### config.mk
export PLATFORM = sky130hd
export DESIGN_NAME = qls_front
export DESIGN_NICKNAME = d
export VERILOG_FILES = /design/src/rtl/core/qls_pkg.sv /design/src/rtl/core/qls_front.sv
export SDC_FILE = /design/constraint.sdc
export NUM_CORES = 1
export LEC_CHECK = 0
export BUFFER_PORTS_ARGS = -buffer_cell sky130_fd_sc_hd__buf_2
export CORE_MARGIN = 2
export CORE_UTILIZATION = 60
export DETAILED_ROUTE_END_ITERATION = 12
export PLACE_DENSITY = 0.85
export SYNTH_ARGS = -nofsm -noshare
export SYNTH_HDL_FRONTEND = slang
export SYNTH_SLANG_ARGS = --single-unit
### constraint.sdc
create_clock -name clock -period 19.2 [get_ports clock]
set_input_delay 3.84 -clock clock [delete_from_list [all_inputs] [get_ports clock]]
set_output_delay 3.84 -clock clock [all_outputs]
set_load 0.005 [all_outputs]
### src/rtl/core/qls_pkg.sv
// ----------------------------------------------------------------------------
// qls_pkg: shared definitions of the query lexer
// Record and token codes, column and number widths, the word formats that
// travel between the lexer front, the fraction divider, the queue and the back.
// ----------------------------------------------------------------------------
`timescale 1ns / 1ps
`default_nettype none

package qls_pkg;

   // Query length limit; column counts saturate here.
   localparam int MAX_QUERY_LEN   = 4096;
   // Fraction digits that count toward a number's value.
   localparam int FRACTION_DIGITS = 9;

   localparam int COL_W    = 13;
   localparam int INT_W    = 16;
   localparam int QUOT_W   = 16;
   localparam int NUM_W    = INT_W + QUOT_W;
   localparam int FRAC_W   = 30;
   localparam int FCNT_W   = 4;
   localparam int RECS_MAX = 4;
   localparam int CNT_W    = $clog2(RECS_MAX + 1);
   localparam int IDX_W    = $clog2(RECS_MAX);
   localparam int QUEUE_DEPTH = 4;

   // Record types.
   localparam logic [1:0] REC_VALUE = 2'd0;
   localparam logic [1:0] REC_TOKEN = 2'd1;
   localparam logic [1:0] REC_END   = 2'd2;

   // Token kinds.
   localparam logic [2:0] KIND_IDENT  = 3'd0;
   localparam logic [2:0] KIND_STRING = 3'd1;
   localparam logic [2:0] KIND_NUMBER = 3'd2;
   localparam logic [2:0] KIND_LPAREN = 3'd3;
   localparam logic [2:0] KIND_RPAREN = 3'd4;
   localparam logic [2:0] KIND_COMMA  = 3'd5;
   localparam logic [2:0] KIND_PIPE   = 3'd6;
   localparam logic [2:0] KIND_ERROR  = 3'd7;

   typedef enum logic [2:0] {
      MODE_IDLE  = 3'd0,
      MODE_IDENT = 3'd1,
      MODE_STR   = 3'd2,
      MODE_ESC   = 3'd3,
      MODE_NUM   = 3'd4
   } lex_mode_type;

   // One result word without its number value.
   typedef struct packed {
      logic [1:0]       rtype;
      logic [2:0]       kind;
      logic [7:0]       vchar;
      logic [COL_W-1:0] col_start;
      logic [COL_W-1:0] col_end;
   } lex_rec_type;

   // All result words caused by one input word, plus the integer part of a
   // number token among them.
   typedef struct packed {
      logic [CNT_W-1:0]                cnt;
      lex_rec_type [RECS_MAX-1:0]      recs;
      logic [INT_W-1:0]                int_part;
      logic                            neg;
   } lex_bundle_type;

   // Fraction digits of a number token, to be scaled by the divider.
   typedef struct packed {
      logic [FRAC_W-1:0] frac;
      logic [FCNT_W-1:0] fcnt;
   } lex_frac_type;

   // Queue entry: the result words with the finished number value.
   typedef struct packed {
      logic [IDX_W-1:0]           last;
      lex_rec_type [RECS_MAX-1:0] recs;
      logic [NUM_W-1:0]           num;
   } lex_entry_type;

   typedef struct packed {
      logic not_empty;
      logic full;
   } queue_status_type;

   // Powers of ten for the fraction scale.
   function automatic logic [FRAC_W-1:0] pow10(logic [FCNT_W-1:0] k);
      logic [FRAC_W-1:0] p;
      case (k)
         4'd0:    p = 30'd1;
         4'd1:    p = 30'd10;
         4'd2:    p = 30'd100;
         4'd3:    p = 30'd1000;
         4'd4:    p = 30'd10000;
         4'd5:    p = 30'd100000;
         4'd6:    p = 30'd1000000;
         4'd7:    p = 30'd10000000;
         4'd8:    p = 30'd100000000;
         4'd9:    p = 30'd1000000000;
         default: p = 30'd1;
      endcase
      return p;
   endfunction

endpackage

`default_nettype wire

### src/rtl/core/qls_front.sv
// ----------------------------------------------------------------------------
// qls_front: character classifier and lexer state
// Takes one query character per word, tracks the token being built and
// produces every result word that the character causes in the same cycle.
// ----------------------------------------------------------------------------
`timescale 1ns / 1ps
`default_nettype none

module qls_front (
   input  logic                    clock,
   input  logic                    reset,
   input  logic                    accept,
   input  logic [7:0]              char_in,
   input  logic                    final_char,
   output qls_pkg::lex_bundle_type bundle,
   output qls_pkg::lex_frac_type   frac_out
);
   import qls_pkg::*;

   typedef struct packed {
      logic [INT_W-1:0]  int_part;
      logic [FRAC_W-1:0] frac;
      logic [FCNT_W-1:0] fcnt;
      logic              neg;
      logic              dot;
      logic              stop;
      logic              digit;
   } num_state_type;

   localparam logic [7:0] CH_SPACE  = 8'h20;
   localparam logic [7:0] CH_TAB    = 8'h09;
   localparam logic [7:0] CH_CR     = 8'h0D;
   localparam logic [7:0] CH_LPAREN = 8'h28;
   localparam logic [7:0] CH_RPAREN = 8'h29;
   localparam logic [7:0] CH_COMMA  = 8'h2C;
   localparam logic [7:0] CH_PIPE   = 8'h7C;
   localparam logic [7:0] CH_UNDER  = 8'h5F;
   localparam logic [7:0] CH_DQUOTE = 8'h22;
   localparam logic [7:0] CH_SQUOTE = 8'h27;
   localparam logic [7:0] CH_BSLASH = 8'h5C;
   localparam logic [7:0] CH_MINUS  = 8'h2D;
   localparam logic [7:0] CH_DOT    = 8'h2E;
   localparam logic [7:0] CH_ESC_A  = 8'h61;
   localparam logic [7:0] CH_ESC_B  = 8'h62;
   localparam logic [7:0] CH_ESC_N  = 8'h6E;
   localparam logic [7:0] CH_ESC_R  = 8'h72;
   localparam logic [7:0] CH_ESC_T  = 8'h74;
   localparam logic [7:0] CH_BEL    = 8'h07;
   localparam logic [7:0] CH_BS     = 8'h08;
   localparam logic [7:0] CH_HT     = 8'h09;
   localparam logic [7:0] CH_LF     = 8'h0A;
   localparam logic [7:0] CH_RET    = 8'h0D;

   function automatic logic is_digit(logic [7:0] c);
      return (c >= 8'h30) && (c <= 8'h39);
   endfunction

   function automatic logic is_alpha(logic [7:0] c);
      return ((c >= 8'h61) && (c <= 8'h7A)) || ((c >= 8'h41) && (c <= 8'h5A));
   endfunction

   function automatic logic is_word(logic [7:0] c);
      return is_alpha(c) || is_digit(c) || (c == CH_UNDER);
   endfunction

   function automatic logic is_space(logic [7:0] c);
      return (c == CH_SPACE) || ((c >= CH_TAB) && (c <= CH_CR));
   endfunction

   function automatic logic [7:0] esc_decode(logic [7:0] c);
      logic [7:0] d;
      case (c)
         CH_ESC_A: d = CH_BEL;
         CH_ESC_N: d = CH_LF;
         CH_ESC_R: d = CH_RET;
         CH_ESC_T: d = CH_HT;
         CH_ESC_B: d = CH_BS;
         default:  d = c;
      endcase
      return d;
   endfunction

   function automatic lex_rec_type mk_rec(logic [1:0] rtype, logic [2:0] kind,
                                          logic [7:0] ch, logic [COL_W-1:0] cs,
                                          logic [COL_W-1:0] ce);
      lex_rec_type r;
      r.rtype     = rtype;
      r.kind      = kind;
      r.vchar     = ch;
      r.col_start = cs;
      r.col_end   = ce;
      return r;
   endfunction

   function automatic lex_bundle_type push_rec(lex_bundle_type b, lex_rec_type r);
      lex_bundle_type o;
      o = b;
      if (b.cnt < CNT_W'(RECS_MAX)) begin
         o.recs[b.cnt[IDX_W-1:0]] = r;
         o.cnt = b.cnt + CNT_W'(1);
      end
      return o;
   endfunction

   // A number with no digit closes as an error token.
   function automatic lex_rec_type close_rec(num_state_type s, logic [COL_W-1:0] cs,
                                             logic [COL_W-1:0] ce);
      return mk_rec(REC_TOKEN, s.digit ? KIND_NUMBER : KIND_ERROR, 8'd0, cs, ce);
   endfunction

   // One digit or dot of a number run.
   function automatic num_state_type num_step(num_state_type s, logic [7:0] c);
      num_state_type     r;
      logic [INT_W+3:0]  iv;
      logic [FRAC_W+3:0] fv;
      r  = s;
      iv = ({4'd0, s.int_part} << 3) + ({4'd0, s.int_part} << 1)
           + {{INT_W{1'b0}}, c[3:0]};
      fv = ({4'd0, s.frac} << 3) + ({4'd0, s.frac} << 1) + {{FRAC_W{1'b0}}, c[3:0]};
      if (!s.stop) begin
         if (c == CH_DOT) begin
            if (s.dot) begin
               r.stop = 1'b1;
            end else begin
               r.dot = 1'b1;
            end
         end else begin
            r.digit = 1'b1;
            if (!s.dot) begin
               r.int_part = (|iv[INT_W+3:INT_W]) ? {INT_W{1'b1}} : iv[INT_W-1:0];
            end else if (s.fcnt < FCNT_W'(FRACTION_DIGITS)) begin
               r.frac = fv[FRAC_W-1:0];
               r.fcnt = s.fcnt + FCNT_W'(1);
            end
         end
      end
      return r;
   endfunction

   lex_mode_type     mode_ff, mode_in;
   logic             quote_ff, quote_in;
   logic [COL_W-1:0] col_ff, col_in, col_nxt;
   logic [COL_W-1:0] tok_ff, tok_in;
   num_state_type    num_ff, num_in;
   logic             do_idle;

   // Saturating column of the character after this one.
   assign col_nxt = (col_ff >= COL_W'(MAX_QUERY_LEN)) ? COL_W'(MAX_QUERY_LEN)
                                                      : col_ff + COL_W'(1);

   // Lexer step: mode handling, then a restart from idle, then query end.
   always_comb begin
      bundle   = '0;
      frac_out = '0;
      mode_in  = mode_ff;
      quote_in = quote_ff;
      col_in   = col_nxt;
      tok_in   = tok_ff;
      num_in   = num_ff;
      do_idle  = 1'b0;

      unique case (mode_ff)
         MODE_IDENT: begin
            if (is_word(char_in)) begin
               bundle = push_rec(bundle,
                                 mk_rec(REC_VALUE, KIND_IDENT, char_in, col_ff, col_nxt));
            end else begin
               bundle  = push_rec(bundle, mk_rec(REC_TOKEN, KIND_IDENT, 8'd0, tok_ff, col_ff));
               mode_in = MODE_IDLE;
               do_idle = 1'b1;
            end
         end
         MODE_NUM: begin
            if (is_digit(char_in) || (char_in == CH_DOT)) begin
               num_in = num_step(num_ff, char_in);
            end else begin
               bundle = push_rec(bundle, close_rec(num_ff, tok_ff, col_ff));
               if (num_ff.digit) begin
                  bundle.int_part = num_ff.int_part;
                  bundle.neg      = num_ff.neg;
                  frac_out.frac   = num_ff.frac;
                  frac_out.fcnt   = num_ff.fcnt;
               end
               num_in  = '0;
               mode_in = MODE_IDLE;
               do_idle = 1'b1;
            end
         end
         MODE_STR: begin
            if (char_in == (quote_ff ? CH_SQUOTE : CH_DQUOTE)) begin
               bundle  = push_rec(bundle,
                                  mk_rec(REC_TOKEN, KIND_STRING, 8'd0, tok_ff, col_nxt));
               mode_in = MODE_IDLE;
            end else if (char_in == CH_BSLASH) begin
               mode_in = MODE_ESC;
            end else begin
               bundle = push_rec(bundle,
                                 mk_rec(REC_VALUE, KIND_STRING, char_in, col_ff, col_nxt));
            end
         end
         MODE_ESC: begin
            bundle  = push_rec(bundle, mk_rec(REC_VALUE, KIND_STRING, esc_decode(char_in),
                                              col_ff, col_nxt));
            mode_in = MODE_STR;
         end
         default: begin
            mode_in = MODE_IDLE;
            do_idle = 1'b1;
         end
      endcase

      // Character seen between tokens.
      if (do_idle && !is_space(char_in)) begin
         if (char_in == CH_LPAREN) begin
            bundle = push_rec(bundle, mk_rec(REC_TOKEN, KIND_LPAREN, 8'd0, col_ff, col_nxt));
         end else if (char_in == CH_RPAREN) begin
            bundle = push_rec(bundle, mk_rec(REC_TOKEN, KIND_RPAREN, 8'd0, col_ff, col_nxt));
         end else if (char_in == CH_COMMA) begin
            bundle = push_rec(bundle, mk_rec(REC_TOKEN, KIND_COMMA, 8'd0, col_ff, col_nxt));
         end else if (char_in == CH_PIPE) begin
            bundle = push_rec(bundle, mk_rec(REC_TOKEN, KIND_PIPE, 8'd0, col_ff, col_nxt));
         end else if ((char_in == CH_DQUOTE) || (char_in == CH_SQUOTE)) begin
            mode_in  = MODE_STR;
            quote_in = (char_in == CH_SQUOTE);
            tok_in   = col_ff;
         end else if (is_digit(char_in) || (char_in == CH_MINUS)) begin
            mode_in = MODE_NUM;
            tok_in  = col_ff;
            num_in  = '0;
            if (char_in == CH_MINUS) begin
               num_in.neg = 1'b1;
            end else begin
               num_in = num_step(num_in, char_in);
            end
         end else if (is_alpha(char_in) || (char_in == CH_UNDER)) begin
            mode_in = MODE_IDENT;
            tok_in  = col_ff;
            bundle  = push_rec(bundle,
                               mk_rec(REC_VALUE, KIND_IDENT, char_in, col_ff, col_nxt));
         end else begin
            // Unknown byte: keep it as a value, then a one-column error token.
            bundle = push_rec(bundle, mk_rec(REC_VALUE, KIND_ERROR, char_in, col_ff, col_nxt));
            bundle = push_rec(bundle, mk_rec(REC_TOKEN, KIND_ERROR, 8'd0, col_ff, col_nxt));
         end
      end

      // Query end closes any open token, sends the end word and starts over.
      if (final_char) begin
         case (mode_in) inside
            MODE_IDENT: begin
               bundle = push_rec(bundle, mk_rec(REC_TOKEN, KIND_IDENT, 8'd0, tok_in, col_nxt));
            end
            MODE_NUM: begin
               bundle = push_rec(bundle, close_rec(num_in, tok_in, col_nxt));
               if (num_in.digit) begin
                  bundle.int_part = num_in.int_part;
                  bundle.neg      = num_in.neg;
                  frac_out.frac   = num_in.frac;
                  frac_out.fcnt   = num_in.fcnt;
               end
            end
            MODE_STR, MODE_ESC: begin
               bundle = push_rec(bundle, mk_rec(REC_TOKEN, KIND_ERROR, 8'd0, tok_in, col_nxt));
            end
            default: begin
            end
         endcase
         bundle   = push_rec(bundle, mk_rec(REC_END, KIND_IDENT, 8'd0, col_nxt, col_nxt));
         mode_in  = MODE_IDLE;
         quote_in = 1'b0;
         col_in   = '0;
         tok_in   = '0;
         num_in   = '0;
      end
   end

   // Lexer state registers.
   always_ff @(posedge clock) begin
      if (reset) begin
         mode_ff  <= MODE_IDLE;
         quote_ff <= 1'b0;
         col_ff   <= '0;
         tok_ff   <= '0;
         num_ff   <= '0;
      end else if (accept) begin
         mode_ff  <= mode_in;
         quote_ff <= quote_in;
         col_ff   <= col_in;
         tok_ff   <= tok_in;
         num_ff   <= num_in;
      end
   end

endmodule

`default_nettype wire

==> results by group <==
Setup path
  – Critical-path cell with the highest stage delay: a21oi_1
  – Slack of the worst reg-to-reg path: 14.89 ns
  – R2R cell count: 13
  – Worst path max stage delay: around 1.1 ns
  – CP Cell Sequence: buf_2 > and2_1 > a32oi_1 > o21ai_2 > o21ai_2 > clkinv_2 > ha_1 > a21oi_1 > a211oi_2 > inv_1 > ha_1 > o21a_1 > inv_1 > ha_1 > inv_1 > o21ai_1 > a21oi_1 > nor2_1 > buf_2
  – Worst path buffer plus inverter count: 6
  – CP Launch Type: input port
  – Crit Path Category: input port to output pin
  – Max FO, Critical Path: 32
  – R2R Path Start: num_ff[38]
  – FF-to-FF End: num_ff[38]
  – Critical path capture point type: output pin
  – Critical path data arrival time: about 9.4 ns
  – Worst path required time: approximately 15 ns
  – CP top delay family: compound AO/OA/AOI/OAI gates

Power and ir drop
  – Maximum VDD drop: 44.5 uV
  – P_leak: approximately 5.6 nW
  – Pwr dens: ~42 mW/mm^2

Final layout
  – Share of layout cells above drive strength 1: 0.173
  – Diodes inserted: 0
  – Final nets: 1716
  – # fillers: 1523
  – Area grow syn2layout: 10.7%

Die
  – Die Span X: 137 um
  – Die area: ~0.019 mm^2
  – # IOs: approximately 220
  – Row count: 48
  – Core ar.: 0.0172 mm^2
  – Initial Util: 0.614
  – Die Span Y: roughly 140 um

Synth
  – Sequential area share after synthesis: 0.159
  – Avg Cell Area, Syn: slightly above 7 um^2
  – Number of synthesized flops with an enable pin: 0
  – Cell Area, Synth: roughly 0.011 mm^2
  – Top FF cell, synth: dfxtp_1
  – Post-synth cell types: 85
  – Yosys warning count: 0
  – Post-Syn Instances: 1487
  – Post-synth ARST share: 0
  – Synthesis-stage register bit count: between 80 and 90

Drt
  – DR DRC count: 0
  – Pre-Repair DR Iteration Count: 7
  – WL final: between 30000 and 40000 um
  – DRT iter0 DRCs: 1792
  – Remaining antenna violation count: 0
  – DR WL/cell: ~21 um
  – DR vias/cell: 6.91
  – Vias: ~13000

Timing
  – Final setup viols: 0
  – Final worst setup slack: approximately 6 ns
  – Worst Skew: about 0.011 ns
  – Fmax: around 76 MHz
  – Slew @ Worst Pin: 1.45 ns
  – Final Hold Fails: 0
  – RSZ-0062 raised after global routing: no
  – Sum Neg Setup Slack: 0 ns
  – Final slew viol count: 0
  – Min Tclk post-route: 13.19 ns
  – Slew headroom: 0.0352
  – Final worst path period share: 0.687

CTS
  – Clock buffer depth: 2
  – Post-cts sizing count: 0
  – Clock sinks: 84
  – H-tree depth: 3
  – CTS clk-pin slew, worst paths: around 0.070 ns
  – Clock Tree Root: clkbuf_16
  – # Post-CTS Setup Buffers: 0
  – Cts bufs inserted: 9
  – # hold bufs at CTS: 0
  – Latest clock arrival within the worst-skew pair: 0.36 ns
  – CTS tree: built

Min path
  – HP Class: register to register
  – Hold Crit Endpoint: num_ff[37]
  – WHS Path Cells: 2
  – Hold wc startpoint: num_ff[37]

Placed design
  – Post-DP HPWL: between 20000 and 30000 um
  – Gpl congestion: 1.02
  – Port buffer count: 205
  – Place WS: approximately 6.2 ns

GRT
  – Vias in the first global route: 11300
  – Global-route wire length before repair: approximately 60000 um
  – GRT overflow: 0
  – Largest net degree at the start of global routing: between 60 and 70
  – Initial antenna violation count: 1
  – Overall routing resource usage: 0.404

Status
  – Outcome: completed

Run
  – Max_cap viols: 0
-- synthesized netlist by cell type, types with 17 or more instances --
| master | n | area [um^2] |
|---|---|---|
| o21ai_0 | 96 | 480 |
| a31oi_1 | 20 | 125 |
| inv_1 | 50 | 188 |
| buf_4 | 23 | 173 |
| xnor2_1 | 29 | 254 |
| nor2_1 | 182 | 683 |
| and2_1 | 17 | 106 |
| a22oi_1 | 56 | 420 |
| clkbuf_1 | 77 | 289 |
| a21o_1 | 29 | 218 |
| a21oi_1 | 119 | 596 |
| nand3_1 | 32 | 160 |
| nand2b_1 | 19 | 119 |
| xor2_1 | 20 | 175 |
| nand2_1 | 122 | 458 |
| mux2i_1 | 18 | 180 |
| buf_2 | 26 | 130 |
| a32oi_1 | 17 | 149 |
| ha_1 | 100 | 1250 |
| nor3_1 | 20 | 100 |
| dfxtp_1 | 84 | 1680 |
| a22o_1 | 46 | 403 |
| o22ai_1 | 27 | 169 |
-- stage by stage --
stage | utilization | total power [W] | instance area, um^2 | cells | hold WS, ns
final | 0.679 | 0.000496 | 11700 | 1830 | 0.476
after global routing | 0.679 | 0.000513 | 11700 | 1830 | 0.513
after CTS | 0.679 | 0.000489 | 11700 | 1830 | 0.484
after detailed placement | 0.663 | 0.000318 | 11400 | 1814 | 0.466
after global placement | 0.663 | 0.000316 | 11400 | 1814 | 0.435
after floorplan | - | 0.000278 | 10600 | 1502 | 0.425
-- logic make-up after synthesis --
| logic type | after synthesis | share of synthesized area |
|---|---|---|
| DFF | 84 | 0.159 |
| adders and majority gates | 104 | 0.126 |
| xor gates and xnor gates | 49 | 0.0406 |
| and+or+nand+nor | 488 | 0.217 |
| other | 1 | 0.000355 |
| AOI/OAI and AO/OA | 560 | 0.363 |
| muxes | 18 | 0.0170 |
| buffers and inverters | 183 | 0.0771 |
-- cell usage in the layout (no fill, tap or decap), types with 14 or more instances in the layout --
cell type and instances:
buf_2 205, nor2_1 180, nand2_1 122, a21oi_1 119, ha_1 100, o21ai_0 96, dfxtp_1 84, a22oi_1 56
inv_1 50, a22o_1 46, nand3_1 32, a21o_1 29, xnor2_1 29, o22ai_1 27, xor2_1 20, nor3_1 20
a31oi_1 20, nand2b_1 19, mux2i_1 18, and2_1 17, a32oi_1 17, conb_1 16, o21a_1 15, and3_1 15
or2_2 15, a32o_1 14
-- routing by layer --
metal,GRT usage,part of all wire
met1,0.500,0.37
met2,0.643,0.45
met3,0.0874,0.12
met4,0.240,0.062
met5,0,0
-- final cells by class --
type,count,area (um^2),share of cell area
Clock buffer,11,243,0.0207
Clock inverter,5,42.5,0.00363
Inverter,53,201,0.0172
Multi-Input combinational cell,1235,8140,0.695
Sequential cell,84,1680,0.144
Tap cell,225,282,0.0240
Timing Repair Buffer,217,1120,0.0953
-- registers in the layout, summed over array words and instances, names as in the netlist --
register	count
mode_ff	3
quote_ff	1
num_ff	54
tok_ff	13
col_ff	13
-- worst max path at each step --
stage / end / from / depth (start not counted)
5_1_grt: bundle[107] / char_in[2] / 19
2_1_floorplan: bundle[79] / char_in[7] / 18
6_report: bundle[106] / char_in[2] / 19
3_5_place_dp: bundle[22] / char_in[2] / 17
4_1_cts: bundle[22] / char_in[2] / 17
3_3_place_gp: bundle[28] / char_in[2] / 17
-- power by group --
| group | switching, W | internal, W |
|---|---|---|
| combinational | 0.0000959 | 0.0000485 |
| clock | 0.0000815 | 0.0000936 |
| sequential | 0.00000145 | 0.000175 |
| total | 0.000179 | 0.000317 |
-- worst reg2reg max path, delay by kind of cell, from the launching register on --
| family | cells | cell delay (ns) |
|---|---|---|
| adder cells (fa/ha/maj) | 2 | 0.91 |
| buffers and inverters | 3 | 0.40 |
| AO/OA/AOI/OAI | 8 | 2.50 |
| flip-flops | 1 | 0.40 |
Power figures use the tool's default switching activity.
