<file path="config.mk">
export PLATFORM = sky130hd
export DESIGN_NAME = qls_back
export DESIGN_NICKNAME = d
export VERILOG_FILES = /design/src/rtl/core/qls_pkg.sv /design/src/rtl/core/qls_back.sv
export SDC_FILE = /design/constraint.sdc
export NUM_CORES = 1
export LEC_CHECK = 0
export BUFFER_PORTS_ARGS = -buffer_cell sky130_fd_sc_hd__clkbuf_2
export CORE_ASPECT_RATIO = 1.4
export CORE_UTILIZATION = 40
export DETAILED_ROUTE_END_ITERATION = 16
export HOLD_SLACK_MARGIN = 0.1
export PLACE_DENSITY = 0.74
export REMOVE_ABC_BUFFERS = 1
export SETUP_SLACK_MARGIN = 0.1
export SLEW_MARGIN = 20
export SYNTH_ARGS = -nofsm -noshare
export SYNTH_HDL_FRONTEND = slang
export SYNTH_SLANG_ARGS = --single-unit
export TNS_END_PERCENT = 1
</file>
<file path="constraint.sdc">
create_clock -name clock -period 9.3 [get_ports clock]
set_input_delay 1.395 -clock clock [delete_from_list [all_inputs] [get_ports clock]]
set_output_delay 1.395 -clock clock [all_outputs]
set_load 0.005 [all_outputs]
</file>
<file path="src/rtl/core/qls_pkg.sv">
// ----------------------------------------------------------------------------
// qls_pkg: shared definitions of the query lexer
// Record and token codes, column and number widths, the word formats that
// travel between the lexer front, the fraction divider, the queue and the back.
// ----------------------------------------------------------------------------
`timescale 1ns / 1ps
`default_nettype none

package qls_pkg;

   // Query length limit; column counts saturate here.
   localparam int MAX_QUERY_LEN   = 4096;
   // Fraction digits that count toward a number's value.
   localparam int FRACTION_DIGITS = 9;

   localparam int COL_W    = 13;
   localparam int INT_W    = 16;
   localparam int QUOT_W   = 16;
   localparam int NUM_W    = INT_W + QUOT_W;
   localparam int FRAC_W   = 30;
   localparam int FCNT_W   = 4;
   localparam int RECS_MAX = 4;
   localparam int CNT_W    = $clog2(RECS_MAX + 1);
   localparam int IDX_W    = $clog2(RECS_MAX);
   localparam int QUEUE_DEPTH = 4;

   // Record types.
   localparam logic [1:0] REC_VALUE = 2'd0;
   localparam logic [1:0] REC_TOKEN = 2'd1;
   localparam logic [1:0] REC_END   = 2'd2;

   // Token kinds.
   localparam logic [2:0] KIND_IDENT  = 3'd0;
   localparam logic [2:0] KIND_STRING = 3'd1;
   localparam logic [2:0] KIND_NUMBER = 3'd2;
   localparam logic [2:0] KIND_LPAREN = 3'd3;
   localparam logic [2:0] KIND_RPAREN = 3'd4;
   localparam logic [2:0] KIND_COMMA  = 3'd5;
   localparam logic [2:0] KIND_PIPE   = 3'd6;
   localparam logic [2:0] KIND_ERROR  = 3'd7;

   typedef enum logic [2:0] {
      MODE_IDLE  = 3'd0,
      MODE_IDENT = 3'd1,
      MODE_STR   = 3'd2,
      MODE_ESC   = 3'd3,
      MODE_NUM   = 3'd4
   } lex_mode_type;

   // One result word without its number value.
   typedef struct packed {
      logic [1:0]       rtype;
      logic [2:0]       kind;
      logic [7:0]       vchar;
      logic [COL_W-1:0] col_start;
      logic [COL_W-1:0] col_end;
   } lex_rec_type;

   // All result words caused by one input word, plus the integer part of a
   // number token among them.
   typedef struct packed {
      logic [CNT_W-1:0]                cnt;
      lex_rec_type [RECS_MAX-1:0]      recs;
      logic [INT_W-1:0]                int_part;
      logic                            neg;
   } lex_bundle_type;

   // Fraction digits of a number token, to be scaled by the divider.
   typedef struct packed {
      logic [FRAC_W-1:0] frac;
      logic [FCNT_W-1:0] fcnt;
   } lex_frac_type;

   // Queue entry: the result words with the finished number value.
   typedef struct packed {
      logic [IDX_W-1:0]           last;
      lex_rec_type [RECS_MAX-1:0] recs;
      logic [NUM_W-1:0]           num;
   } lex_entry_type;

   typedef struct packed {
      logic not_empty;
      logic full;
   } queue_status_type;

   // Powers of ten for the fraction scale.
   function automatic logic [FRAC_W-1:0] pow10(logic [FCNT_W-1:0] k);
      logic [FRAC_W-1:0] p;
      case (k)
         4'd0:    p = 30'd1;
         4'd1:    p = 30'd10;
         4'd2:    p = 30'd100;
         4'd3:    p = 30'd1000;
         4'd4:    p = 30'd10000;
         4'd5:    p = 30'd100000;
         4'd6:    p = 30'd1000000;
         4'd7:    p = 30'd10000000;
         4'd8:    p = 30'd100000000;
         4'd9:    p = 30'd1000000000;
         default: p = 30'd1;
      endcase
      return p;
   endfunction

endpackage

`default_nettype wire

</file>
<file path="src/rtl/core/qls_back.sv">
// ----------------------------------------------------------------------------
// qls_back: result serializer
// Holds one queue entry and hands out its result words one per cycle while
// rsp_stall is low, marking the last word of the group caused by one input character.
// ----------------------------------------------------------------------------
`timescale 1ns / 1ps
`default_nettype none

module qls_back (
   input  logic                          clock,
   input  logic                          reset,
   input  qls_pkg::lex_entry_type        head,
   input  qls_pkg::queue_status_type     q_status,
   output logic                          pop,
   output logic                          rsp_valid,
   input  logic                          rsp_stall,
   output logic [1:0]                    rsp_record_type,
   output logic [2:0]                    rsp_token_kind,
   output logic [7:0]                    rsp_value_char,
   output logic [qls_pkg::COL_W-1:0]     rsp_col_start,
   output logic [qls_pkg::COL_W-1:0]     rsp_col_end,
   output logic signed [qls_pkg::NUM_W-1:0] rsp_number_value,
   output logic                          rsp_run_end
);
   import qls_pkg::*;

   lex_entry_type    cur_ff;
   logic             cur_valid_ff;
   logic [IDX_W-1:0] idx_ff;
   lex_rec_type      rec;
   logic             take;
   logic             is_last;

   assign take    = cur_valid_ff && !rsp_stall;
   assign is_last = (idx_ff == cur_ff.last);
   // Load the next entry when nothing is held or the last word just left.
   assign pop     = q_status.not_empty && (!cur_valid_ff || (take && is_last));

   always_ff @(posedge clock) begin
      if (reset) begin
         cur_valid_ff <= 1'b0;
         idx_ff       <= '0;
      end else if (pop) begin
         cur_valid_ff <= 1'b1;
         idx_ff       <= '0;
      end else if (take) begin
         if (is_last) begin
            cur_valid_ff <= 1'b0;
         end else begin
            idx_ff <= idx_ff + IDX_W'(1);
         end
      end
   end

   always_ff @(posedge clock) begin
      if (pop) begin
         cur_ff <= head;
      end
   end

   // Present the current word; only a number token carries the value.
   assign rec              = cur_ff.recs[idx_ff];
   assign rsp_valid        = cur_valid_ff;
   assign rsp_record_type  = rec.rtype;
   assign rsp_token_kind   = rec.kind;
   assign rsp_value_char   = rec.vchar;
   assign rsp_col_start    = rec.col_start;
   assign rsp_col_end      = rec.col_end;
   assign rsp_run_end      = is_last;
   assign rsp_number_value = ((rec.rtype == REC_TOKEN) && (rec.kind == KIND_NUMBER))
                             ? signed'(cur_ff.num) : '0;

endmodule

`default_nettype wire

</file>
==> results.cfg, run 1 <==
[sta]
hold_slack_ns = 0.571
worstMarginPinSlew_ns = 1.02
rsz0062_at_grt = false
finClkSkew_ns = 0.00942
worst_slack_ns = 4.76
final_hold_viol_count = 0
drv_slew = 0
period_share_pct = 48.8
period_minus_slack_ns = 4.54
setup_tns_ns = 0
setup_violations = 0
max_freq_ghz = 0.220
relSlewSlack_pct = 31.8

[clocking]
insertion_delay_ns = 0.42
numCtsBuffers = 17
cts_num_sinks = 193
htreeDepth = 4
ctsHoldBuffers = 0
cts_setup_buffers = 0
cts.clk_slew.worst_paths_ns = 0.06
cts_root_buf = clkbuf_16
clock_path_buffers = 2
cts_tree = yes
ctsResizeCount = 0

[yosys]
ys_seq_elements = 193
synth_top_area_share_pct = 80.6
synth_area_leaders = edfxtp_1 81%, mux4_2 12%, and3_1 2.9%, dfxtp_1 0.85%, buf_6 0.64%
synth_most_common_cell = edfxtp_1
synth_area_per_cell_um2 = 23.6
synth_seq_area_share_pct = 81.5
synthArstFlopShare_pct = 0
netlist-cell-type-count = 22
synth_top_area_cell = edfxtp_1
yosysWarnings = 0
syn_inst = 300
ys_top_cells_by_count = 190 x edfxtp_1, 39 x mux4_2, 33 x and3_1
synth_edf_count = 190
synthFlopType = edfxtp_1
syn_area_um2 = 7080

[critical_path]
cp-end-kind = output port
slowest_delay_ns = 0.77
path_max_fanout = 26
rr_startpoint = idx_ff[0]
r2r_cells = 5
worstSetupPathType = flip-flop to output port
cpMaxStageDelayCell = dfxtp_2
cp.required_ns = 7.91
path_cells = buf_4 -> mux4_2 -> nor4b_4 -> buf_6 -> and3_1 -> clkbuf_2
r2r-end = cur_ff[29]
arrival_ns = 3.15
reg2reg_slack_ns = 5.75
critPathLaunchType = flip-flop

[route]
drt-total-wl_um = 13900
highest_layer = met5
drt-met1-wl_um = 4960
first_pass_iters = 4
drc = 0
vias = 3943
wl_met3_um = 1070
wire_per_inst_um = 16.9
antenna_left = 0
viasPerCell = 4.79
first_iter_violations = 177
dr_wl_met2_um = 7580

[hold_path]
min_path_cells = 2
whs_endpoint = rsp_valid
min_path_type = flip-flop to flip-flop
hold_start = rsp_valid

[place]
gp_congestion = 0.704
dp_hpwl_um = 10100
port_buffers = 267
pre_cts_ws_ns = 4.87

[pwr]
p_leak_nw = 3.71
p_sw_mw = 0.378
power_frac_comb_pct = 6.9
power_mw = 1.83
power_density_nw_per_um2 = 199
power_frac_clock_pct = 36.7
irDropWorstVdd_mv = 0.104
seqPwrFrac_pct = 56.4
intPower_mw = 1.45
swShare_pct = 20.6

[finish]
layout.nets = 771
antennaDiodeCount = 0
drive_above_1_share_pct = 58.2
fin_util_pct = 53.1
fillers = 1401
syn2layout_area_growth_pct = 30.1

[global_routing]
grt_pass1_vias = 4320
grt_remaining_overflow = 0
grt.total_usage_pct = 15.6
antenna_found_initial = 1
grt_max_degree = 81
grt_pass1_wl_um = 21000

[die]
io_pins = 269
core_region_area_um2 = 17300
start_util_pct = 40.8
fp-row-count = 57
die_y_um = 159
die_w_um = 114
dieArea_um2 = 18200

[job]
drv_cap = 0

[status]
outcome = finished clean
==> logic make-up (layout without fill, tap and decap cells) <==
logic type | after synthesis | in the layout | synth area share, %
flip-flops | 193 | 193 | 81.5
AND/OR/NAND/NOR | 43 | 43 | 3.89
multiplexers | 39 | 39 | 12.4
AO/OA/AOI/OAI | 6 | 6 | 0.566
buffers and inverters | 17 | 305 | 1.40
XOR/XNOR | 2 | 2 | 0.248
==> layer usage <==
metal / up-vias / global-route usage, %
met2: 188 / 28.3
met1: 1925 / 15.6
met5: - / 0
met4: 2 / 6.91
met3: 21 / 5.48
li1: 1807 / -
==> registers in the layout (all words and copies together), names as in the netlist <==
name,flops
cur_ff,190
idx_ff,2
rsp_valid,1
==> area by class of cell <==
| type | count | area [um2] | share of cell area (%) |
|---|---|---|---|
| inverter | 2 | 7.51 | 0.0816 |
| sequential | 193 | 5770 | 62.7 |
| tap | 236 | 295 | 3.21 |
| clock buffer | 19 | 433 | 4.70 |
| clock inverter | 12 | 106 | 1.16 |
| timing repair buffer | 272 | 1380 | 15.0 |
| multi-input combinational | 90 | 1210 | 13.2 |
==> worst max-delay path: cells and delay by family (launching register included) <==
family,cells,cell delay [ns]
flip-flops,1,0.77
multiplexers,1,0.41
AND/OR/NAND/NOR,2,0.78
buffers and inverters,3,0.77
==> worst max-delay path by stage <==
stage | depth (start not counted) | end | startpoint
6_report | 6 | rsp_number_value[0] | idx_ff[1]
5_1_grt | 6 | rsp_number_value[29] | idx_ff[1]
4_1_cts | 5 | rsp_number_value[0] | idx_ff[1]
3_5_place_dp | 5 | rsp_number_value[0] | idx_ff[1]
3_3_place_gp | 5 | rsp_number_value[16] | idx_ff[1]
2_1_floorplan | 3 | pop | idx_ff[0]
==> metrics by stage <==
| stage | area, um2 | std cells |
|---|---|---|
| 2_1_floorplan | 6980 | 285 |
| 6_report | 9200 | 824 |
| 3_5_place_dp | 8650 | 792 |
| 5_1_grt | 9200 | 824 |
| 3_3_place_gp | 8650 | 792 |
| 4_1_cts | 9190 | 823 |
==> power groups by stage <==
stage	clock network (mW)	registers, mW	logic [mW]
2_1_floorplan	0	1.06	0.0526
3_3_place_gp	0	1.05	0.122
3_5_place_dp	0	1.05	0.127
4_1_cts	0.695	1.03	0.128
5_1_grt	0.724	1.04	0.136
6_report	0.672	1.03	0.126
==> cells in the final DEF, fill, tap and decap left out, types with 2 or more instances in the layout <==
master     instances
clkbuf_2         267
edfxtp_1         190
mux4_2            39
and3_1            33
clkbuf_16         17
inv_6              4
buf_4              4
clkinv_1           3
xor2_1             2
nor2_1             2
inv_1              2
nand2_1            2
o21ai_0            2
nor3_1             2
clkinv_4           2
clkbuf_1           2
(Power assumes the default switching activity.)
==> inputs of run 2 (changes only) <==
--- a/config.mk
+++ b/config.mk
@@ -5,12 +5,13 @@
 export SDC_FILE = /design/constraint.sdc
 export NUM_CORES = 1
 export LEC_CHECK = 0
+export ABC_AREA = 1
 export BUFFER_PORTS_ARGS = -buffer_cell sky130_fd_sc_hd__clkbuf_2
 export CORE_ASPECT_RATIO = 1.4
 export CORE_UTILIZATION = 40
 export DETAILED_ROUTE_END_ITERATION = 16
 export HOLD_SLACK_MARGIN = 0.1
-export PLACE_DENSITY = 0.74
+export PLACE_DENSITY = 0.73
 export REMOVE_ABC_BUFFERS = 1
 export SETUP_SLACK_MARGIN = 0.1
 export SLEW_MARGIN = 20
==> constraint.sdc (replaced) <==
create_clock -name clock -period 4.4 [get_ports clock]
set_input_delay 0.66 -clock clock [delete_from_list [all_inputs] [get_ports clock]]
set_output_delay 0.66 -clock clock [all_outputs]
set_load 0.005 [all_outputs]
==> run 2 against run 1 <==
Sequential share of layout area is 2.8 points lower; count of clock-buffer cells in the layout is 2 lower; clock power is 110% higher; worst setup slack worse by 3.9 ns; clock skew hardly changed; global-route usage is 0.43 points higher; utilization is 1.2 points lower; critical path depth stayed put; largest cell class unchanged; highest routed layer is now met4.
==> results.cfg, run 2 <==
[sta]
relSlewSlack_pct = 39.1
hold_slack_ns = 0.409
period_minus_slack_ns = 3.57
drv_slew = 0
final_hold_viol_count = 0
max_freq_ghz = 0.280
finClkSkew_ns = 0.00901
rsz0062_at_grt = false
setup_violations = 0
worstMarginPinSlew_ns = 0.912
period_share_pct = 81.1

[clocking]
cts_setup_buffers = 0
htreeDepth = 4
clock_path_buffers = 2
cts_root_buf = clkbuf_16
cts.clk_slew.worst_paths_ns = 0.07
insertion_delay_ns = 0.42
cts_num_sinks = 193
ctsHoldBuffers = 0
cts_tree = yes
numCtsBuffers = 17
ctsResizeCount = 0

[die]
start_util_pct = 40.9
die_w_um = 118
fp-row-count = 59
io_pins = 269
dieArea_um2 = 19500
core_region_area_um2 = 18500
die_y_um = 165

[global_routing]
grt_remaining_overflow = 0
grt_pass1_wl_um = 23300
antenna_found_initial = 0
grt_max_degree = 99
grt.total_usage_pct = 16.0
grt_pass1_vias = 4782

[yosys]
ys_seq_elements = 193
synth_area_leaders = edfxtp_1 75%, o21ai_0 4.5%, nor3_2 4.0%, nor2_1 3.5%, o22ai_1 2.8%
netlist-cell-type-count = 20
synth_seq_area_share_pct = 76.2
syn_inst = 541
synthFlopType = edfxtp_1
synth_area_per_cell_um2 = 14.0
synth_most_common_cell = edfxtp_1
synth_top_area_share_pct = 75.4
synth_top_area_cell = edfxtp_1
ys_top_cells_by_count = 190 x edfxtp_1, 71 x nor2_1, 68 x o21ai_0
syn_area_um2 = 7570
synth_edf_count = 190
yosysWarnings = 0
synthArstFlopShare_pct = 0

[critical_path]
cp.buffers_inverters = 2
slowest_delay_ns = 0.70
worstSetupPathType = flip-flop to output port
path_max_fanout = 32
cp.required_ns = 3.74
arrival_ns = 2.91
path_cells = inv_1 -> nand3_1 -> nand2_1 -> nand3_2 -> nor3_1 -> clkbuf_2
reg2reg_slack_ns = 1.44
crit_family = simple AND/OR/NAND/NOR gates
cp-end-kind = output port
critPathLaunchType = flip-flop
cpMaxStageDelayCell = nand3_2

[finish]
fillers = 1585
largest_reg_flops = 190
final_cell_count_no_fill = 1057
final_common_cell = clkbuf_2
syn2layout_area_growth_pct = 27.1
drive_above_1_share_pct = 42.6
layout.nets = 995
ff_latch_area_um2 = 5770
antennaDiodeCount = 0
final_cell_mix = 267 x clkbuf_2, 190 x edfxtp_1, 71 x nor2_1
top_register = cur_ff
multi_input_area_um2 = 1400

[route]
drt-total-wl_um = 15600
first_iter_violations = 245
antenna_left = 0
viasPerCell = 4.79
drc = 0
vias = 5058
wire_per_inst_um = 14.8
first_pass_iters = 6

[pwr]
power_density_nw_per_um2 = 404
p_leak_nw = 4.03
irDropWorstVdd_mv = 0.257

[place]
gp_congestion = 0.757
dp_cells = 1025
dp_hpwl_um = 10400
port_buffers = 267

[job]
drv_cap = 0

[hold_path]
min_path_type = input port to flip-flop

[status]
outcome = finished clean
[run 2: path summary, 6_finish.rpt]
kind | from | depth (start not counted) | to
setup / recovery | idx_ff[1] | 6 | rsp_number_value[22]
hold / removal | reset | 2 | rsp_valid
setup reg to reg | idx_ff[1] | 9 | cur_ff[91]
hold reg to reg | rsp_valid | 2 | rsp_valid
[run 2: final cells by class]
type	instances	area share [%]
sequential	193	59.9
inverter	54	2.18
tap	244	3.17
clock inverter	15	1.31
timing repair buffer	272	14.4
multi-input combinational	262	14.6
clock buffer	17	4.42
[run 2: per-layer routing]
metal / GRT usage, % / routed length, um / vias up
met5: 0 / 0 / -
met4: 6.53 / 348 / 0
met3: 5.18 / 1200 / 30
met2: 30.0 / 8320 / 219
met1: 16.3 / 5760 / 2362
li1: - / - / 2447
[run 2: stage by stage]
stage	total power, mW	setup WS (ns)	util (%)	instance area, um2	setup TNS (ns)
6_report	3.89	0.830	51.9	9620	0
5_1_grt	4.04	0.634	51.9	9620	0
4_1_cts	3.95	0.794	51.9	9620	0
3_5_place_dp	2.52	1.25	49.0	9070	0
3_3_place_gp	2.50	1.32	49.0	9070	0
2_1_floorplan	2.36	-1.91	-	7370	-343.46
[run 2: power breakdown]
group	internal, mW	leakage (nW)	total [mW]	switching (mW)
Sequential	2.15	1.84	2.18	0.0238
Clock	0.742	0.269	1.42	0.682
Combinational	0.120	1.91	0.293	0.173
Total	3.01	4.03	3.89	0.879
[run 2: logic make-up (layout without fill, tap and decap cells)]
family                 after synthesis  count (layout)  synth area share (%)
flip-flops                         193             193                  76.2
AND/OR/NAND/NOR                    158             158                  11.0
AO/OA/AOI/OAI                      103             103                  7.37
buffers and inverters               86             358                  5.31
XOR/XNOR                             1               1                 0.116
==> inputs of run 3 (changes only) <==
==> constraint.sdc (replaced) <==
create_clock -name clock -period 3.3 [get_ports clock]
set_input_delay 0.495 -clock clock [delete_from_list [all_inputs] [get_ports clock]]
set_output_delay 0.495 -clock clock [all_outputs]
set_load 0.005 [all_outputs]
==> run 3 against run 2 <==
Sequential power increased by 33%; worst setup slack got worse by 0.26 ns; clock skew decreased by 0.00092 ns; sequential cell count unchanged; design area increased by 1.2%; critical path depth increased by 2; sequential share of layout area decreased by 0.72 points; combinational power increased by 38%; die area unchanged; register-to-register slack got worse by 0.40 ns; critical path type unchanged; largest power group unchanged.
==> results.cfg, run 3 (synthesis gave the netlist of run 2 again) <==
[clocking]
htreeDepth = 4
numCtsBuffers = 17
ctsHoldBuffers = 0
clock_path_buffers = 2
cts_tree = yes
cts_root_buf = clkbuf_16
cts.clk_slew.worst_paths_ns = 0.07
cts_num_sinks = 193
cts_setup_buffers = 0
insertion_delay_ns = 0.42
ctsResizeCount = 0

[sta]
period_minus_slack_ns = 2.73
drv_slew = 0
worstMarginPinSlew_ns = 0.533
rsz0062_at_grt = false
worst_slack_ns = 0.574
setup_violations = 0
finClkSkew_ns = 0.00809
max_freq_ghz = 0.367
period_share_pct = 82.6
relSlewSlack_pct = 64.4
final_hold_viol_count = 0

[route]
drc = 0
drt-total-wl_um = 15900
wire_per_inst_um = 14.9
antenna_left = 0
first_pass_iters = 4
viasPerCell = 4.77
vias = 5074
first_iter_violations = 227

[global_routing]
grt_pass1_vias = 4906
grt_remaining_overflow = 0
grt_pass1_wl_um = 24100
grt.total_usage_pct = 16.6
grt_max_degree = 53
antenna_found_initial = 0

[hold_path]
min_path_type = input port to flip-flop

[pwr]
power_mw = 5.36
seqPwrFrac_pct = 54.1
irDropWorstVdd_mv = 0.358
power_density_nw_per_um2 = 550
p_leak_nw = 4.09
p_sw_mw = 1.18
power_frac_clock_pct = 38.4
intPower_mw = 4.18
power_frac_comb_pct = 7.5
swShare_pct = 22.1

[finish]
fin_util_pct = 52.6
ff_latch_area_um2 = 5770
drive_above_1_share_pct = 43.0
final_cell_count_no_fill = 1063
syn2layout_area_growth_pct = 28.7
fin_area_um2 = 9740
fillers = 1579
final_common_cell = clkbuf_2
layout.nets = 1001
largest_reg_flops = 190
top_register = cur_ff
antennaDiodeCount = 0
final_cell_mix = 267 x clkbuf_2, 190 x edfxtp_1, 71 x nor2_1
multi_input_area_um2 = 1400

[critical_path]
slowest_delay_ns = 0.42
cp.required_ns = 2.80
cp-end-kind = output port
rr_startpoint = idx_ff[1]
crit_family = buffers and inverters
worstSetupPathType = flip-flop to output port
path_cells = buf_4 -> nand2_1 -> nand3_1 -> nand2_1 -> nand3_2 -> buf_4 -> nor3_1 -> clkbuf_2
critPathLaunchType = flip-flop
arrival_ns = 2.23
r2r-end = cur_ff[152]
reg2reg_slack_ns = 1.04
cpMaxStageDelayCell = buf_4
crit_path_start = idx_ff[0]
r2r_cells = 8
cp.buffers_inverters = 3
path_max_fanout = 38
cp.depth = 8
setup.worst_path.end = rsp_number_value[22]

[place]
postPlaceCellArea_um2 = 9140
port_buffers = 267
dp_cells = 1031
pre_cts_ws_ns = 0.974
gp_congestion = 0.771
dp_hpwl_um = 11000

[job]
drv_cap = 0

[die]
io_pins = 269
die_w_um = 118
core_region_area_um2 = 18500
fp-row-count = 59
die_y_um = 165
start_util_pct = 40.9
dieArea_um2 = 19500

[status]
outcome = finished clean
## run 3: cell count changes in the layout (fill, tap and decap cells not counted)
cell | previous run | this run
buf_4 | 4 | 8
buf_12 | 1 | 3
bufinv_16 | 0 | 2
clkinv_2 | 2 | 1
clkinv_4 | 4 | 5
clkinvlp_4 | 2 | 1
inv_6 | 3 | 2
## run 3: worst min-delay path by stage
stage / from / endpoint / cells after the start
after floorplan: rsp_valid / rsp_valid / 2
after global placement: rsp_valid / rsp_valid / 2
after detailed placement: rsp_valid / rsp_valid / 2
after CTS: head[20] / cur_ff[20] / 1
after global routing: head[20] / cur_ff[20] / 1
final: head[20] / cur_ff[20] / 1
## run 3: through the flow
| stage | hold WS [ns] | TNS, ns |
|---|---|---|
| CTS | 0.217 | 0 |
| finish | 0.247 | 0 |
| detailed placement | 0.499 | 0 |
| global route | 0.209 | 0 |
| floorplan | 0.484 | -568.34 |
| global placement | 0.490 | 0 |
## run 3: per-layer routing
| layer | track usage (%) | wire length (um) | vias up |
|---|---|---|---|
| met5 | 0 | 0 | - |
| met4 | 7.81 | 451 | 0 |
| met3 | 4.73 | 1060 | 32 |
| met2 | 31.4 | 8540 | 225 |
| met1 | 16.6 | 5800 | 2358 |
| li1 | - | - | 2459 |
## run 3: power by group through the flow
stage | Sequential [mW] | Combinational, mW | Clock, mW
floorplan | 2.98 | 0.170 | 0
global placement | 2.95 | 0.397 | 0
detailed placement | 2.95 | 0.409 | 0
CTS | 2.90 | 0.411 | 2.12
global route | 2.91 | 0.449 | 2.21
finish | 2.90 | 0.403 | 2.06
## run 3: worst register-to-register path, delay by kind of cell, from the launching register on
kind | cells | cell delay (ns)
buf+inv | 3 | 1.13
simple gates | 5 | 0.47
flops | 1 | 0.32
## run 3: layout make-up
| cell class | count | area share [%] |
|---|---|---|
| multi-input cells | 262 | 14.4 |
| repair buffers | 278 | 14.9 |
| well taps | 244 | 3.13 |
| inverters | 54 | 2.16 |
| clock buffers | 17 | 4.37 |
| clock inverters | 15 | 1.79 |
| flip-flops and latches | 193 | 59.2 |
